[config.mk]
export PLATFORM = sky130hd
export DESIGN_NAME = base64_stream_encoder_flat
export DESIGN_NICKNAME = d
export VERILOG_FILES = /design/src/sv/b64e_pkg.sv /design/src/sv/b64e_in_if.sv /design/src/sv/b64e_out_if.sv /design/src/sv/base64_stream_encoder.sv /design/src/sv/b64e_front.sv /design/src/sv/b64e_queue.sv /design/src/sv/b64e_back.sv /design/src/flat_wrapper.sv
export VERILOG_INCLUDE_DIRS = /design/src /design/src/sv
export SDC_FILE = /design/constraint.sdc
export NUM_CORES = 1
export LEC_CHECK = 0
export BUFFER_PORTS_ARGS = -buffer_cell sky130_fd_sc_hd__buf_2
export CORE_MARGIN = 5
export CORE_UTILIZATION = 61
export CTS_CLUSTER_DIAMETER = 100
export CTS_CLUSTER_SIZE = 20
export DETAILED_ROUTE_END_ITERATION = 6
export GPL_TIMING_DRIVEN = 1
export PLACE_DENSITY_LB_ADDON = 0.1
export REMOVE_ABC_BUFFERS = 1
export SYNTH_ARGS = -nofsm -noshare
export SYNTH_HDL_FRONTEND = slang
export SYNTH_SLANG_ARGS = --single-unit
[constraint.sdc]
create_clock -name clk -period 5.2 [get_ports clk]
set_input_delay 0.52 -clock clk [delete_from_list [all_inputs] [get_ports clk]]
set_output_delay 0.52 -clock clk [all_outputs]
set_load 0.02 [all_outputs]
[src/sv/base64_stream_encoder_assert.svh]
// ----------------------------------------------------------------------------
// Assertion macros for the Base64 stream encoder.
// Each macro checks one property on the rising edge of clk, off while in reset.
// ----------------------------------------------------------------------------
`ifndef BASE64_STREAM_ENCODER_ASSERT_SVH
`define BASE64_STREAM_ENCODER_ASSERT_SVH

// Consequent must hold in the same cycle as the antecedent.
`define B64E_ASSERT_IMP(name, ante, cons) \
    name: assert property (@(posedge clk) disable iff (!rst_n) (ante) |-> (cons)) \
        else $error("b64e: same-cycle check failed");

// Consequent must hold in the cycle after the antecedent.
`define B64E_ASSERT_NEXT(name, ante, cons) \
    name: assert property (@(posedge clk) disable iff (!rst_n) (ante) |=> (cons)) \
        else $error("b64e: next-cycle check failed");

`endif

[src/sv/b64e_pkg.sv]
// ----------------------------------------------------------------------------
// b64e_pkg
// Shared types, constants and the alphabet lookup of the Base64 encoder.
// ----------------------------------------------------------------------------
package b64e_pkg;

    localparam int ROOM_W = 16;
    localparam logic [ROOM_W-1:0] ROOM_RESET = 16'hFFFF;
    localparam logic [7:0] PAD_CHAR = 8'h3D;
    localparam logic [1:0] LAST_SLOT = 2'd3;

    // One unit of work for the back end: a padded or full group, or a bare
    // done marker when nothing is emitted.
    typedef struct packed {
        logic [23:0] bits;
        logic [1:0]  pads;
        logic        marker;
        logic        done;
        logic        ovf;
    } b64e_job_t;

    typedef struct packed {
        logic      push;
        b64e_job_t job;
    } b64e_push_t;

    typedef struct packed {
        logic      valid;
        b64e_job_t job;
    } b64e_head_t;

    // Standard alphabet: A-Z, a-z, 0-9, '+', '/'.
    function automatic logic [7:0] b64e_alpha(input logic [5:0] v);
        logic [7:0] v8;
        v8 = {2'b00, v};
        if (v < 6'd26)
            return v8 + 8'd65;
        else if (v < 6'd52)
            return v8 + 8'd71;
        else if (v < 6'd62)
            return v8 - 8'd4;
        else if (v == 6'd62)
            return 8'h2B;
        else
            return 8'h2F;
    endfunction

endpackage

[src/sv/b64e_in_if.sv]
// ----------------------------------------------------------------------------
// b64e_in_if
// Input channel: one beat is a data byte or an end-of-message command.
// ----------------------------------------------------------------------------
interface b64e_in_if;
    logic       valid;
    logic       ready;
    logic       op;
    logic [7:0] data_byte;

    modport source (output valid, output op, output data_byte, input ready);
    modport sink   (input valid, input op, input data_byte, output ready);
endinterface

[src/sv/b64e_out_if.sv]
// ----------------------------------------------------------------------------
// b64e_out_if
// Output channel: one beat is one character or a done marker.
// ----------------------------------------------------------------------------
interface b64e_out_if;
    logic       valid;
    logic       ready;
    logic [7:0] out_char;
    logic       char_valid;
    logic       message_done;
    logic       overflow;
    logic       last_in_run;

    modport source (output valid, output out_char, output char_valid,
                    output message_done, output overflow, output last_in_run,
                    input ready);
    modport sink   (input valid, input out_char, input char_valid,
                    input message_done, input overflow, input last_in_run,
                    output ready);
endinterface

[src/sv/base64_stream_encoder.sv]
// An accepted item is written into the job queue, loaded into the back end's current job and
// then spelled out through the output register onto char_chan. The block takes one input beat
// per cycle while the two-entry job queue has room; each emitted group is spelled out as four
// character beats. A done marker with nothing to flush takes a single output beat.
// Reset (rst_n low, asynchronous) empties the queue and the output stage, clears the held
// group, character count and overflow flag, and sets room_reg to 65535.
// ----------------------------------------------------------------------------
// base64_stream_encoder
// Streaming Base64 encoder (standard alphabet) with a per-message output budget.
// ----------------------------------------------------------------------------
module base64_stream_encoder
    import b64e_pkg::*;
#(
    parameter int COUNT_BITS = 16
)
(
    input  logic              clk,
    input  logic              rst_n,
    input  logic              cfg_we,
    input  logic [ROOM_W-1:0] cfg_wdata,
    b64e_in_if.sink           data_chan,
    b64e_out_if.source        char_chan
);

    // The front end owns the message state: the held bytes, the running
    // character count and the overflow flag. It decides at acceptance
    // whether a group is emitted, dropped, or turned into a done marker,
    // so the budget check never waits on the output side.
    b64e_push_t q_push;
    logic       q_full;

    // The queue lets the front keep taking beats while the back end is
    // still spelling out an earlier group.
    b64e_head_t q_head;
    logic       pop;

    b64e_front #(
        .COUNT_BITS (COUNT_BITS)
    ) u_front (
        .clk       (clk),
        .rst_n     (rst_n),
        .cfg_we    (cfg_we),
        .cfg_wdata (cfg_wdata),
        .data_chan (data_chan),
        .q_full    (q_full),
        .q_push    (q_push)
    );

    b64e_queue u_queue (
        .clk    (clk),
        .rst_n  (rst_n),
        .q_push (q_push),
        .pop    (pop),
        .q_full (q_full),
        .q_head (q_head)
    );

    // The back end turns each job into beats, one per cycle while the consumer keeps up. Its output
    // register decouples it from a stalled consumer: it refills as soon as
    // the current beat is taken.
    b64e_back u_back (
        .clk       (clk),
        .rst_n     (rst_n),
        .q_head    (q_head),
        .pop       (pop),
        .char_chan (char_chan)
    );

endmodule

[src/sv/b64e_front.sv]
// ----------------------------------------------------------------------------
// b64e_front
// Collects bytes into groups, checks the output budget and issues jobs.
// ----------------------------------------------------------------------------
module b64e_front
    import b64e_pkg::*;
#(
    parameter int COUNT_BITS = 16
)
(
    input  logic              clk,
    input  logic              rst_n,
    input  logic              cfg_we,
    input  logic [ROOM_W-1:0] cfg_wdata,
    b64e_in_if.sink           data_chan,
    input  logic              q_full,
    output b64e_push_t        q_push
);

    localparam int SUM_W = ((COUNT_BITS > ROOM_W) ? COUNT_BITS : ROOM_W) + 1;

    logic [ROOM_W-1:0]     room_reg;
    logic [15:0]           held_reg, held_next;
    logic [1:0]            cnt_reg, cnt_next;
    logic [COUNT_BITS-1:0] cw_reg, cw_next;
    logic                  ovf_reg, ovf_next;

    logic             accept;
    logic             fits;
    logic [SUM_W-1:0] sum;

    assign data_chan.ready = !q_full;
    assign accept = data_chan.valid && !q_full;

    assign sum  = SUM_W'(cw_reg) + SUM_W'(3'd4);
    assign fits = sum <= SUM_W'(room_reg);

    always_comb
    begin
        held_next   = held_reg;
        cnt_next    = cnt_reg;
        cw_next     = cw_reg;
        ovf_next    = ovf_reg;
        q_push      = '0;
        if (accept)
        begin
            if (!data_chan.op)
            begin
                if (cnt_reg == 2'd2)
                begin
                    held_next = '0;
                    cnt_next  = '0;
                    if (!ovf_reg)
                    begin
                        if (fits)
                        begin
                            q_push.push     = 1'b1;
                            q_push.job.bits = {held_reg, data_chan.data_byte};
                            cw_next         = cw_reg + COUNT_BITS'(3'd4);
                        end
                        else
                        begin
                            ovf_next = 1'b1;
                        end
                    end
                end
                else
                begin
                    held_next = {held_reg[7:0], data_chan.data_byte};
                    cnt_next  = cnt_reg + 2'd1;
                end
            end
            else
            begin
                // End of message: flush a partial group if it fits, else a marker.
                q_push.push     = 1'b1;
                q_push.job.done = 1'b1;
                if (cnt_reg != 2'd0 && !ovf_reg && fits)
                begin
                    if (cnt_reg == 2'd1)
                    begin
                        q_push.job.bits = {held_reg[7:0], 16'h0000};
                        q_push.job.pads = 2'd2;
                    end
                    else
                    begin
                        q_push.job.bits = {held_reg, 8'h00};
                        q_push.job.pads = 2'd1;
                    end
                end
                else
                begin
                    q_push.job.marker = 1'b1;
                    q_push.job.ovf    = ovf_reg || (cnt_reg != 2'd0);
                end
                held_next = '0;
                cnt_next  = '0;
                cw_next   = '0;
                ovf_next  = 1'b0;
            end
        end
    end

    always_ff @(posedge clk or negedge rst_n)
    begin
        if (!rst_n)
        begin
            room_reg <= ROOM_RESET;
            held_reg <= '0;
            cnt_reg  <= '0;
            cw_reg   <= '0;
            ovf_reg  <= 1'b0;
        end
        else
        begin
            if (cfg_we)
            begin
                room_reg <= cfg_wdata;
            end
            held_reg <= held_next;
            cnt_reg  <= cnt_next;
            cw_reg   <= cw_next;
            ovf_reg  <= ovf_next;
        end
    end

endmodule

[src/sv/b64e_queue.sv]
// ----------------------------------------------------------------------------
// b64e_queue
// Two-entry job queue between the front and back ends.
// ----------------------------------------------------------------------------
module b64e_queue
    import b64e_pkg::*;
(
    input  logic       clk,
    input  logic       rst_n,
    input  b64e_push_t q_push,
    input  logic       pop,
    output logic       q_full,
    output b64e_head_t q_head
);

    b64e_job_t  slot_reg [2];
    logic       wr_ptr_reg, wr_ptr_next;
    logic       rd_ptr_reg, rd_ptr_next;
    logic [1:0] cnt_reg, cnt_next;
    logic       do_pop;

    assign q_full       = cnt_reg == 2'd2;
    assign q_head.valid = cnt_reg != 2'd0;
    assign q_head.job   = slot_reg[rd_ptr_reg];
    assign do_pop       = pop && q_head.valid;

    always_comb
    begin
        wr_ptr_next = wr_ptr_reg ^ q_push.push;
        rd_ptr_next = rd_ptr_reg ^ do_pop;
        cnt_next    = cnt_reg + {1'b0, q_push.push} - {1'b0, do_pop};
    end

    always_ff @(posedge clk)
    begin
        if (q_push.push)
        begin
            slot_reg[wr_ptr_reg] <= q_push.job;
        end
    end

    always_ff @(posedge clk or negedge rst_n)
    begin
        if (!rst_n)
        begin
            wr_ptr_reg <= 1'b0;
            rd_ptr_reg <= 1'b0;
            cnt_reg    <= '0;
        end
        else
        begin
            wr_ptr_reg <= wr_ptr_next;
            rd_ptr_reg <= rd_ptr_next;
            cnt_reg    <= cnt_next;
        end
    end

endmodule

[src/sv/b64e_back.sv]
// ----------------------------------------------------------------------------
// b64e_back
// Expands each job into character beats, one per cycle while the output is not stalled, into an output register.
// ----------------------------------------------------------------------------
`include "base64_stream_encoder_assert.svh"

module b64e_back
    import b64e_pkg::*;
(
    input  logic       clk,
    input  logic       rst_n,
    input  b64e_head_t q_head,
    output logic       pop,
    b64e_out_if.source char_chan
);

    b64e_job_t  cur_reg, cur_next;
    logic       cur_valid_reg, cur_valid_next;
    logic [1:0] idx_reg, idx_next;

    logic       out_valid_reg, out_valid_next;
    logic [7:0] char_reg, char_next;
    logic       cv_reg, cv_next;
    logic       done_reg, done_next;
    logic       ovf_reg, ovf_next;
    logic       last_reg, last_next;

    logic       last_beat;
    logic       advance;
    logic [5:0] six;
    logic       is_pad;

    assign last_beat = cur_reg.marker || idx_reg == LAST_SLOT;
    assign advance   = cur_valid_reg && (!out_valid_reg || char_chan.ready);
    assign pop       = q_head.valid && (!cur_valid_reg || (advance && last_beat));

    always_comb
    begin
        unique case (idx_reg)
            2'd0: six = cur_reg.bits[23:18];
            2'd1: six = cur_reg.bits[17:12];
            2'd2: six = cur_reg.bits[11:6];
            2'd3: six = cur_reg.bits[5:0];
            default: six = '0;
        endcase
        // Trailing slots covered by padding show '='.
        is_pad = ({1'b0, idx_reg} + {1'b0, cur_reg.pads}) >= 3'd4;
    end

    always_comb
    begin
        cur_next       = cur_reg;
        cur_valid_next = cur_valid_reg;
        idx_next       = idx_reg;
        if (pop)
        begin
            cur_next       = q_head.job;
            cur_valid_next = 1'b1;
            idx_next       = '0;
        end
        else if (advance)
        begin
            cur_valid_next = !last_beat;
            idx_next       = idx_reg + 2'd1;
        end

        out_valid_next = out_valid_reg && !char_chan.ready;
        char_next      = char_reg;
        cv_next        = cv_reg;
        done_next      = done_reg;
        ovf_next       = ovf_reg;
        last_next      = last_reg;
        if (advance)
        begin
            out_valid_next = 1'b1;
            ovf_next       = cur_reg.ovf;
            last_next      = last_beat;
            done_next      = cur_reg.done && last_beat;
            cv_next        = !cur_reg.marker;
            if (cur_reg.marker)
                char_next = 8'h00;
            else if (is_pad)
                char_next = PAD_CHAR;
            else
                char_next = b64e_alpha(six);
        end
    end

    always_ff @(posedge clk)
    begin
        cur_reg  <= cur_next;
        char_reg <= char_next;
        cv_reg   <= cv_next;
        done_reg <= done_next;
        ovf_reg  <= ovf_next;
        last_reg <= last_next;
    end

    always_ff @(posedge clk or negedge rst_n)
    begin
        if (!rst_n)
        begin
            cur_valid_reg <= 1'b0;
            idx_reg       <= '0;
            out_valid_reg <= 1'b0;
        end
        else
        begin
            cur_valid_reg <= cur_valid_next;
            idx_reg       <= idx_next;
            out_valid_reg <= out_valid_next;
        end
    end

    assign char_chan.valid        = out_valid_reg;
    assign char_chan.out_char     = char_reg;
    assign char_chan.char_valid   = cv_reg;
    assign char_chan.message_done = done_reg;
    assign char_chan.overflow     = ovf_reg;
    assign char_chan.last_in_run  = last_reg;

    // A done marker is a lone zero beat that closes its run.
    `B64E_ASSERT_IMP(a_marker_form, out_valid_reg && !cv_reg, done_reg && last_reg && char_reg == 8'h00)
    // Message completion always ends the run of its item.
    `B64E_ASSERT_IMP(a_done_is_last, out_valid_reg && done_reg, last_reg)
    // Characters are only sent while the message is within budget.
    `B64E_ASSERT_IMP(a_char_no_ovf, out_valid_reg && cv_reg, !ovf_reg)
    // A group in progress is never dropped before its fourth character.
    `B64E_ASSERT_NEXT(a_group_kept, cur_valid_reg && !last_beat, cur_valid_reg)

endmodule

[src/flat_wrapper.sv]
// flat-port wrapper written by rule: the top's interface ports become plain ports
module base64_stream_encoder_flat import b64e_pkg::*;
#(
    parameter int COUNT_BITS = 16
)
  (clk, rst_n, cfg_we, cfg_wdata, data_chan_valid, data_chan_op, data_chan_data_byte, data_chan_ready, char_chan_valid, char_chan_out_char, char_chan_char_valid, char_chan_message_done, char_chan_overflow, char_chan_last_in_run, char_chan_ready);
  b64e_in_if data_chan_i ();
  b64e_out_if char_chan_i ();
  input  logic clk;
  input  logic rst_n;
  input  logic cfg_we;
  input  logic [ROOM_W-1:0] cfg_wdata;
  input wire logic [$bits(data_chan_i.valid)-1:0] data_chan_valid;
  input wire logic [$bits(data_chan_i.op)-1:0] data_chan_op;
  input wire logic [$bits(data_chan_i.data_byte)-1:0] data_chan_data_byte;
  output wire logic [$bits(data_chan_i.ready)-1:0] data_chan_ready;
  output wire logic [$bits(char_chan_i.valid)-1:0] char_chan_valid;
  output wire logic [$bits(char_chan_i.out_char)-1:0] char_chan_out_char;
  output wire logic [$bits(char_chan_i.char_valid)-1:0] char_chan_char_valid;
  output wire logic [$bits(char_chan_i.message_done)-1:0] char_chan_message_done;
  output wire logic [$bits(char_chan_i.overflow)-1:0] char_chan_overflow;
  output wire logic [$bits(char_chan_i.last_in_run)-1:0] char_chan_last_in_run;
  input wire logic [$bits(char_chan_i.ready)-1:0] char_chan_ready;
  assign data_chan_i.valid = data_chan_valid;
  assign data_chan_i.op = data_chan_op;
  assign data_chan_i.data_byte = data_chan_data_byte;
  assign data_chan_ready = data_chan_i.ready;
  assign char_chan_valid = char_chan_i.valid;
  assign char_chan_out_char = char_chan_i.out_char;
  assign char_chan_char_valid = char_chan_i.char_valid;
  assign char_chan_message_done = char_chan_i.message_done;
  assign char_chan_overflow = char_chan_i.overflow;
  assign char_chan_last_in_run = char_chan_i.last_in_run;
  assign char_chan_i.ready = char_chan_ready;
  base64_stream_encoder #(.COUNT_BITS(COUNT_BITS)) u_core (.clk(clk), .rst_n(rst_n), .cfg_we(cfg_we), .cfg_wdata(cfg_wdata), .data_chan(data_chan_i), .char_chan(char_chan_i));
endmodule
==> out/results.tsv, run 1 <==
metric	value	unit
number of clock buffers inserted by TritonCTS	17	
sequential share of the synthesized area	0.614	
Max Transition Viols Final	0	
required time at the endpoint of the critical path	5.28	ns
H-tree level count	4	
Setup Slack @ Placement	1.26	ns
slowest cell on the critical path	dfrtp_1	
highest clock rate	251	MHz
number of flip-flops and latches in the synthesized netlist	156	
Max transition margin	0.181	
switching share of power	0.347	
number of global-route vias before repair	4357	
most used flip-flop cell after synthesis	edfxtp_1	
Largest register FFs	58	
first-pass GRT wire length	22300	um
post-cts hold buffer count	0	
violation count after the first detailed-route iteration	376	
DR vias/cell	5.85	
worst-margin pin slew	1.23	ns
worst hold path class	in2async	
utilization after layout	0.702	
power per cell area	555	nW/um2
worst stage delay on the critical path	0.44	ns
detailed-routing iteration count for the pre-antenna-repair pass	6	
post-route met1 wirelength	6390	um
antenna diode instance count	0	
part of the cycle the worst path needs	0.767	
Wirelength per Cell	17.3	um
setup violation total in the final timing report	0	
pin count of the biggest net entering global routing	58	
power share of the clock group	0.259	
final setup TNS	0	ns
worst-case clock skew	0.00888	ns
TritonCTS clock tree	yes	
cells resized by post-CTS repair	0	
Warnings, synthesis	0	
total of fill cells in the finished design	829	
outcome	completed	
die extent in x	119	um
initial antenna violation count	0	
DIE AREA	14100	um2
Met3 Wirelength	633	um
critical path startpoint category	register	
GP Congestion	0.894	
number of hold violations in the final report	0	
Routed Wire Length	13300	um
most used cells in the layout excluding fill and tap cells	99 x edfxtp_1, 50 x nand2_1, 43 x buf_2	
Clock Sinks	156	
IO buf count	43	
maximum VDD drop	0.390	mV
top metal layer carrying routed signals	met4	
proportion of power drawn by combinational gates	0.311	
start point of the critical path	u_core.u_front.cw_reg[2]$_DFFE_PN0P_	
fraction of final layout cells sized beyond drive strength 1	0.216	
Internal Pwr Total	2930	uW
number of setup buffers added after CTS	0	
leakage power summed over all cells	0.00329	uW
sequential cell fraction of total power	0.430	
most common library cell in the layout ignoring fill and taps	edfxtp_1	
clk root buf	clkbuf_16	
Setup crit end kind	register	
Global Route Usage Sum	0.201	
number of nets in the finished design	672	
register clock-pin slew on the reported worst setup and hold paths	0.06	ns
Worst Setup Slack, final	1.21	ns
HPWL after DPL	9220	um
post-route design area	8090	um2
RR Startpoint	u_core.u_front.cw_reg[2]$_DFFE_PN0P_	
mean instance size in the synthesized netlist	12.7	um2
path type of the worst setup path	reg2reg	
signed area change from the synthesized netlist to the final layout	12.3	%
CP max FO	29	
Row Count	39	
Maximum Capacitance Violations	0	
Remaining DRCs	0	
distinct cell type count after synthesis	50	
number of top-level pins	44	
routed vias	4500	
initial core utilization	0.625	
number of instances in the synthesized netlist	568	
Congestion Overflow GR	0	
Mapped Area	7200	um2
Die Y	119	um
CORE AREA	11500	um2
Sw Pwr	1560	uW
final critical delay including setup and external delays	3.99	ns
remaining number of nets flagged by the antenna check after routing	0	
endpoint arrival time on the critical path	4.07	ns
unrepaired setup endpoints after global routing	no	
met2 WL post-DR	6050	um
async set or reset register ratio after synthesis	0.365	
clock insertion delay at the later pin of the skew report	0.42	ns
number of buffers between clock root and the deepest sink	2	
worst-path cell chain	ha_1, nand3_1, nor3_1, nand3_1, xnor2_1, ha_1, a21o_1, a221oi_1, a41o_1, a41oi_1, buf_4, o21a_4, inv_1, ha_1, buf_4	
placed standard-cell area	7520	um2
number of enable-type register cells in the synthesized netlist	99	
Crit path top cell by count	ha_1	
==> cells by family (layout without fill, tap and decap cells) <==
kind of cell / Yosys count / count (layout) / share of synthesized area
fa+ha+maj: 29 / 29 / 0.0504
mux: 33 / 33 / 0.0513
xor+xnor: 16 / 16 / 0.0195
flops: 156 / 156 / 0.614
compound gates: 118 / 118 / 0.113
simple gates: 163 / 163 / 0.120
buf+inv: 53 / 111 / 0.0320
==> area by class of cell <==
class | instances | area, um2 | share of cell area
clock buffers | 19 | 443 | 0.0548
clock inverters | 13 | 120 | 0.0149
inverters | 32 | 120 | 0.0149
multi-input cells | 359 | 2560 | 0.316
flip-flops and latches | 156 | 4420 | 0.547
well taps | 143 | 179 | 0.0221
repair buffers | 47 | 245 | 0.0303
==> path summary, 6_finish.rpt <==
| kind | slack [ns] | cells after the start | endpoint |
|---|---|---|---|
| worst max-delay path | 1.21 | 15 | u_core.u_queue.slot_reg[1][14]$_DFFE_PP_ |
| worst min-delay path | 0.24 | 2 | u_core.u_front.cw_reg[3]$_DFFE_PN0P_ |
| worst max register to register | 1.21 | 15 | u_core.u_queue.slot_reg[1][14]$_DFFE_PP_ |
| worst min register to register | 0.43 | 0 | u_core.u_back.char_chan.overflow$_DFFE_PP_ |
| max in group asynchronous | 4.46 | 2 | u_core.u_front.held_reg[15]$_DFFE_PN0P_ |
| min in group clk | 0.31 | 3 | u_core.u_front.room_reg[15]$_DFFE_PN1P_ |
==> power groups by stage <==
stage	Sequential, uW	Combinational (uW)	Clock (uW)
floorplan	1950	984	0
global placement	1950	1360	0
detailed placement	1960	1390	0
CTS	1930	1400	1180
global route	1970	1560	1240
finish	1930	1400	1160
==> critical path: cells and delay by family (launching register included) <==
kind,cells,cell delay [ns]
AOI/OAI and AO/OA,5,0.93
and+or+nand+nor,3,0.74
buffers and inverters,3,0.66
adders and majority gates,3,0.64
DFF,1,0.44
xor gates and xnor gates,1,0.22
==> metal layers <==
metal | global-route usage | up-vias
li1 | - | 2191
met1 | 0.284 | 2171
met2 | 0.303 | 114
met3 | 0.0497 | 24
met4 | 0.0782 | 0
met5 | 0 | -
==> per-stage QoR <==
| stage | power [uW] | cells | hold slack (ns) |
|---|---|---|---|
| 6_report | 4490 | 769 | 0.242 |
| 5_1_grt | 4770 | 769 | 0.304 |
| 4_1_cts | 4510 | 769 | 0.269 |
| 3_5_place_dp | 3340 | 737 | 0.409 |
| 3_3_place_gp | 3310 | 737 | 0.409 |
| 2_1_floorplan | 2940 | 547 | 0.224 |
==> cells in the mapped netlist (all sizes together) (8+ instances only) <==
library cell | n | area [um2]
and2 | 21 | 134
nand2 | 50 | 188
o21ai | 26 | 130
nor3 | 15 | 86.3
xnor2 | 13 | 114
nand3 | 15 | 75.1
inv | 32 | 120
clkbuf | 16 | 60.1
nand2b | 8 | 50.1
dfrtp | 41 | 1030
nor2b | 14 | 87.6
mux2 | 31 | 349
a22o | 24 | 210
dfstp | 16 | 420
nor2 | 12 | 45.0
a21oi | 27 | 135
edfxtp | 99 | 2970
ha | 29 | 363
No activity file was read; power rests on OpenSTA's default activity.
==> run 2, diff against run 1 <==
- clock period: 5.2 -> 3.9 ns (I/O delays scaled with it)
==> run 2 against run 1 <==
Against the previous run:
- sequential power grew 31%
- setup slack lost 0.96 ns
- global-route usage grew 0.63 points
- design area grew 1.8%
- core utilization grew 1.2 points
- highest routed layer unchanged
- non-clock buffer count grew 6
==> out/results.tsv, run 2 (synthesis results as in run 1) <==
metric	value	unit
number of nets in the finished design	678	
Congestion Overflow GR	0	
leakage power summed over all cells	0.00333	uW
highest clock rate	274	MHz
most used cells in the layout excluding fill and tap cells	99 x edfxtp_1, 50 x nand2_1, 43 x buf_2	
power share of the clock group	0.270	
number of top-level pins	44	
worst-margin pin slew	1.25	ns
placed standard-cell area	7580	um2
Wirelength per Cell	17.8	um
setup violation total in the final timing report	0	
clk root buf	clkbuf_16	
CP max FO	16	
maximum VDD drop	0.533	mV
DIE AREA	14100	um2
first-pass GRT wire length	23000	um
part of the cycle the worst path needs	0.934	
DR vias/cell	5.89	
Global Route Usage Sum	0.207	
HPWL after DPL	9500	um
Remaining DRCs	0	
register clock-pin slew on the reported worst setup and hold paths	0.06	ns
final setup TNS	0	ns
antenna diode instance count	0	
Routed Wire Length	13800	um
fraction of final layout cells sized beyond drive strength 1	0.226	
Die Y	119	um
detailed-routing iteration count for the pre-antenna-repair pass	5	
post-route design area	8230	um2
switching share of power	0.335	
worst-path cell chain	ha_1, nand3_1, nor3_2, nand3_1, xnor2_1, ha_1, a21o_1, a221oi_1, a41o_1, a41oi_2, o21a_4, ha_1, inv_1, ha_1, xnor2_1, xnor2_1	
remaining number of nets flagged by the antenna check after routing	0	
Internal Pwr Total	4100	uW
GP Congestion	0.865	
Setup crit end kind	register	
number of clock buffers inserted by TritonCTS	17	
worst path buffer plus inverter count	1	
Top delay family on crit path	compound AO/OA/AOI/OAI gates	
pin count of the biggest net entering global routing	34	
power per cell area	749	nW/um2
Maximum Capacitance Violations	0	
IO buf count	43	
Sw Pwr	2070	uW
final critical delay including setup and external delays	3.64	ns
number of buffers between clock root and the deepest sink	2	
proportion of power drawn by combinational gates	0.321	
Max Transition Viols Final	0	
Clock Sinks	156	
worst-case clock skew	0.00723	ns
slowest cell on the critical path	dfrtp_1	
Max transition margin	0.168	
most common library cell in the layout ignoring fill and taps	edfxtp_1	
outcome	completed	
die extent in x	119	um
routed vias	4564	
signed area change from the synthesized netlist to the final layout	14.3	%
violation count after the first detailed-route iteration	322	
number of hold violations in the final report	0	
initial antenna violation count	0	
Row Count	39	
initial core utilization	0.625	
worst hold path class	in2reg	
number of global-route vias before repair	4539	
path type of the worst setup path	reg2reg	
clock insertion delay at the later pin of the skew report	0.42	ns
worst stage delay on the critical path	0.43	ns
CORE AREA	11500	um2
endpoint arrival time on the critical path	3.99	ns
H-tree level count	4	
Largest register FFs	58	
critical path startpoint category	register	
TritonCTS clock tree	yes	
sequential cell fraction of total power	0.409	
required time at the endpoint of the critical path	4.24	ns
Crit path top cell by count	ha_1	
-- run 2: changes by cell type in the layout (fill, tap and decap cells not counted), sizes merged --
cell	delta
inv	-8
bufinv	+3
dlygate4sd3	+1
buf	+5
clkinvlp	+5
-- run 2: repair_timing --
item,in CTS,in global routing
endpoints found under the hold margin,16,0
buffers inserted,0,1
hold buffers,1,0
gates resized for setup,0,5
endpoints found under the setup margin,0,91
-- run 2: power by group through the flow --
| stage | Combinational, uW | Sequential, uW | Clock, uW |
|---|---|---|---|
| 2_1_floorplan | 1310 | 2600 | 0 |
| 3_3_place_gp | 1910 | 2540 | 0 |
| 3_5_place_dp | 1950 | 2550 | 0 |
| 4_1_cts | 1970 | 2520 | 1690 |
| 5_1_grt | 2190 | 2570 | 1770 |
| 6_report | 1980 | 2520 | 1660 |
-- run 2: per-stage QoR --
step	hold WS [ns]	std cells	total power (uW)	setup slack, ns	util
2_1_floorplan	0.0944	547	3910	-0.0325	-
3_3_place_gp	0.407	741	4440	0.340	0.658
3_5_place_dp	0.416	741	4500	0.172	0.658
6_report	0.177	775	6160	0.256	0.714
5_1_grt	0.177	775	6520	-0.00652	0.714
4_1_cts	0.154	774	6180	0.141	0.711
-- run 2: area by class of cell --
| cell class | instances | area, um2 |
|---|---|---|
| flip-flops and latches | 156 | 4420 |
| fillers | 802 | 3290 |
| multi-input cells | 359 | 2590 |
| clock buffers | 19 | 433 |
| repair buffers | 53 | 318 |
| well taps | 143 | 179 |
| clock inverters | 13 | 169 |
| inverters | 32 | 120 |
-- run 2: final timing paths --
check,endpoint,cells past startpoint,from,slack (ns)
min in group asynchronous,u_core.u_back.cur_valid_reg$_DFFE_PN0P_,2,rst_n,0.51
max in group asynchronous,u_core.u_front.room_reg[9]$_DFFE_PN1P_,3,rst_n,2.52
setup reg to reg,u_core.u_queue.cnt_reg[1]$_DFF_PN0_,16,u_core.u_front.cw_reg[2]$_DFFE_PN0P_,0.26
setup / recovery,u_core.u_queue.cnt_reg[1]$_DFF_PN0_,16,u_core.u_front.cw_reg[2]$_DFFE_PN0P_,0.26
hold / removal,u_core.u_front.room_reg[4]$_DFFE_PN1P_,3,cfg_wdata[4],0.18
hold reg to reg,u_core.u_back.char_chan.overflow$_DFFE_PP_,0,u_core.u_back.cur_reg[0]$_DFFE_PP_,0.43
-- run 2: worst register-to-register path: stages, from the launching register on --
cell and delay, ns:
dfrtp_1 0.43, ha_1 0.22, nand3_1 0.19, nor3_2 0.28, nand3_1 0.12, xnor2_1 0.21
ha_1 0.29, a21o_1 0.19, a221oi_1 0.30, a41o_1 0.17, a41oi_2 0.06, o21a_4 0.31
ha_1 0.29, inv_1 0.04, ha_1 0.18, xnor2_1 0.16, xnor2_1 0.13
-- run 2: metal layers --
metal | global-route usage | wire length [um]
met1 | 0.287 | 6420
met2 | 0.318 | 6460
met3 | 0.0521 | 677
met4 | 0.0818 | 254
met5 | 0 | 0
==> run 3, diff against run 2 <==
- SETUP_SLACK_MARGIN: not set -> 0.4
==> run 3 against run 2 <==
Against the previous run:
- clock-buffer cell count is the same
- setup slack better by 0.29 ns
- fmax up 8.6%
- power up 0.44%
- flip-flop and latch count is the same
- design area increased by 1.1%
- sequential share of layout area decreased by 0.54 points
- clock skew up 0.00060 ns
- clock power about the same
- critical endpoint unchanged
- largest cell class unchanged
==> out/results.tsv, run 3 (synthesis results as in run 1) <==
metric	value	unit
start point of the critical path	u_core.u_front.cw_reg[2]$_DFFE_PN0P_	
violation count after the first detailed-route iteration	350	
register clock-pin slew on the reported worst setup and hold paths	0.06	ns
critical path startpoint category	register	
maximum VDD drop	0.534	mV
DIE AREA	14100	um2
Maximum Capacitance Violations	0	
leakage power summed over all cells	0.00340	uW
routed vias	4626	
area of the multi-input gates	2630	um2
unrepaired setup endpoints after global routing	no	
number of nets in the finished design	684	
worst-case clock skew	0.00784	ns
TritonCTS clock tree	yes	
startpoint of the lowest-slack hold path	cfg_wdata[4]	
Cell Count Post-Placement	741	
DR vias/cell	5.92	
HPWL after DPL	9500	um
detailed-routing iteration count for the pre-antenna-repair pass	5	
number of global-route vias before repair	4593	
IO buf count	43	
utilization after layout	0.722	
Largest register FFs	58	
worst hold path class	in2reg	
required time at the endpoint of the critical path	4.24	ns
CORE AREA	11500	um2
clock insertion delay at the later pin of the skew report	0.42	ns
signed area change from the synthesized netlist to the final layout	15.5	%
Routed Wire Length	14000	um
GP Congestion	0.865	
Global Route Usage Sum	0.209	
number of top-level pins	44	
remaining number of nets flagged by the antenna check after routing	0	
Setup crit end kind	register	
outcome	completed	
pin count of the biggest net entering global routing	34	
most common library cell in the layout ignoring fill and taps	edfxtp_1	
setup violation total in the final timing report	0	
worst-margin pin slew	1.23	ns
Row Count	39	
Die Y	119	um
initial core utilization	0.625	
number of clock buffers inserted by TritonCTS	17	
first-pass GRT wire length	23100	um
power per cell area	745	nW/um2
Max transition margin	0.181	
fraction of final layout cells sized beyond drive strength 1	0.248	
total of fill cells in the finished design	782	
number of hold violations in the final report	0	
Worst Setup Slack, final	0.544	ns
number of buffers between clock root and the deepest sink	2	
Clock Sinks	156	
clk root buf	clkbuf_16	
highest clock rate	298	MHz
Max Transition Viols Final	0	
Congestion Overflow GR	0	
CP max FO	5	
part of the cycle the worst path needs	0.861	
Wirelength per Cell	17.9	um
sequential cell area	4420	um2
final critical delay including setup and external delays	3.36	ns
Remaining DRCs	0	
post-route insts no fill	781	
die extent in x	119	um
most used cells in the layout excluding fill and tap cells	99 x edfxtp_1, 50 x nand2_1, 43 x buf_2	
path type of the worst setup path	reg2reg	
endpoint arrival time on the critical path	3.70	ns
Setup Slack @ Placement	0.172	ns
antenna diode instance count	0	
H-tree level count	4	
RR Startpoint	u_core.u_front.cw_reg[2]$_DFFE_PN0P_	
initial antenna violation count	0	
## run 3: changes by cell type in the layout (fill, tap and decap cells not counted), moves of 2 or more
cell     delta
buf_4       +6
dfrtp_1     -2
dfrtp_2     +2
nor3_2      -2
xnor2_1     -2
xnor2_2     +2
## run 3: per-layer routing
metal,GRT usage,part of all wire,vias to the layer above
li1,-,-,2212
met1,0.288,0.46,2251
met2,0.319,0.47,142
met3,0.0535,0.053,21
met4,0.0847,0.017,0
met5,0,0,-
## run 3: cell type report
type	instances	area share
multi-input cells	359	0.316
clock inverters	13	0.0203
flip-flops and latches	156	0.532
clock buffers	19	0.0521
repair buffers	59	0.0436
well taps	143	0.0215
inverters	32	0.0144
## run 3: final timing paths
path / end / slack, ns / cells past startpoint
setup / recovery: u_core.u_queue.cnt_reg[1]$_DFF_PN0_ / 0.54 / 16
hold / removal: u_core.u_front.room_reg[4]$_DFFE_PN1P_ / 0.18 / 3
setup reg to reg: u_core.u_queue.cnt_reg[1]$_DFF_PN0_ / 0.54 / 16
hold reg to reg: u_core.u_back.char_chan.overflow$_DFFE_PP_ / 0.43 / 0
max in group asynchronous: u_core.u_front.room_reg[9]$_DFFE_PN1P_ / 2.53 / 3
min in group asynchronous: u_core.u_back.cur_valid_reg$_DFFE_PN0P_ / 0.51 / 2
## run 3: power by group
group / switching [uW] / internal [uW]
Clock: 651 / 1010
Combinational: 1210 / 801
Sequential: 210 / 2310
Total: 2070 / 4120
## run 3: worst max-delay path, stage by stage (launching register included)
cell and delay [ns]:
dfrtp_1 0.36, ha_2 0.20, nand3_2 0.16, nor3_4 0.18, nand3_1 0.15, xnor2_2 0.21
ha_1 0.27, a21o_1 0.20, a221oi_1 0.30, a41o_1 0.16, a41oi_2 0.06, o21a_4 0.25
ha_1 0.27, inv_1 0.04, ha_1 0.18, xnor2_1 0.16, xnor2_1 0.13
## run 3: per-stage QoR
stage | total power, uW | area, um2 | setup TNS (ns) | hold slack (ns)
after floorplan | 3910 | 7090 | -1.88 | 0.0944
after global placement | 4440 | 7580 | 0 | 0.407
after detailed placement | 4500 | 7580 | 0 | 0.416
after CTS | 6210 | 8250 | 0 | 0.154
after global routing | 6560 | 8320 | 0 | 0.177
final | 6190 | 8320 | 0 | 0.178
## run 3: timing repair
action,CTS,global route
hold buffers,1,0
pin swaps,0,4
gates resized for setup,5,12
hold endpoints to repair,16,0
setup buffers,4,3
setup endpoints to repair,114,122
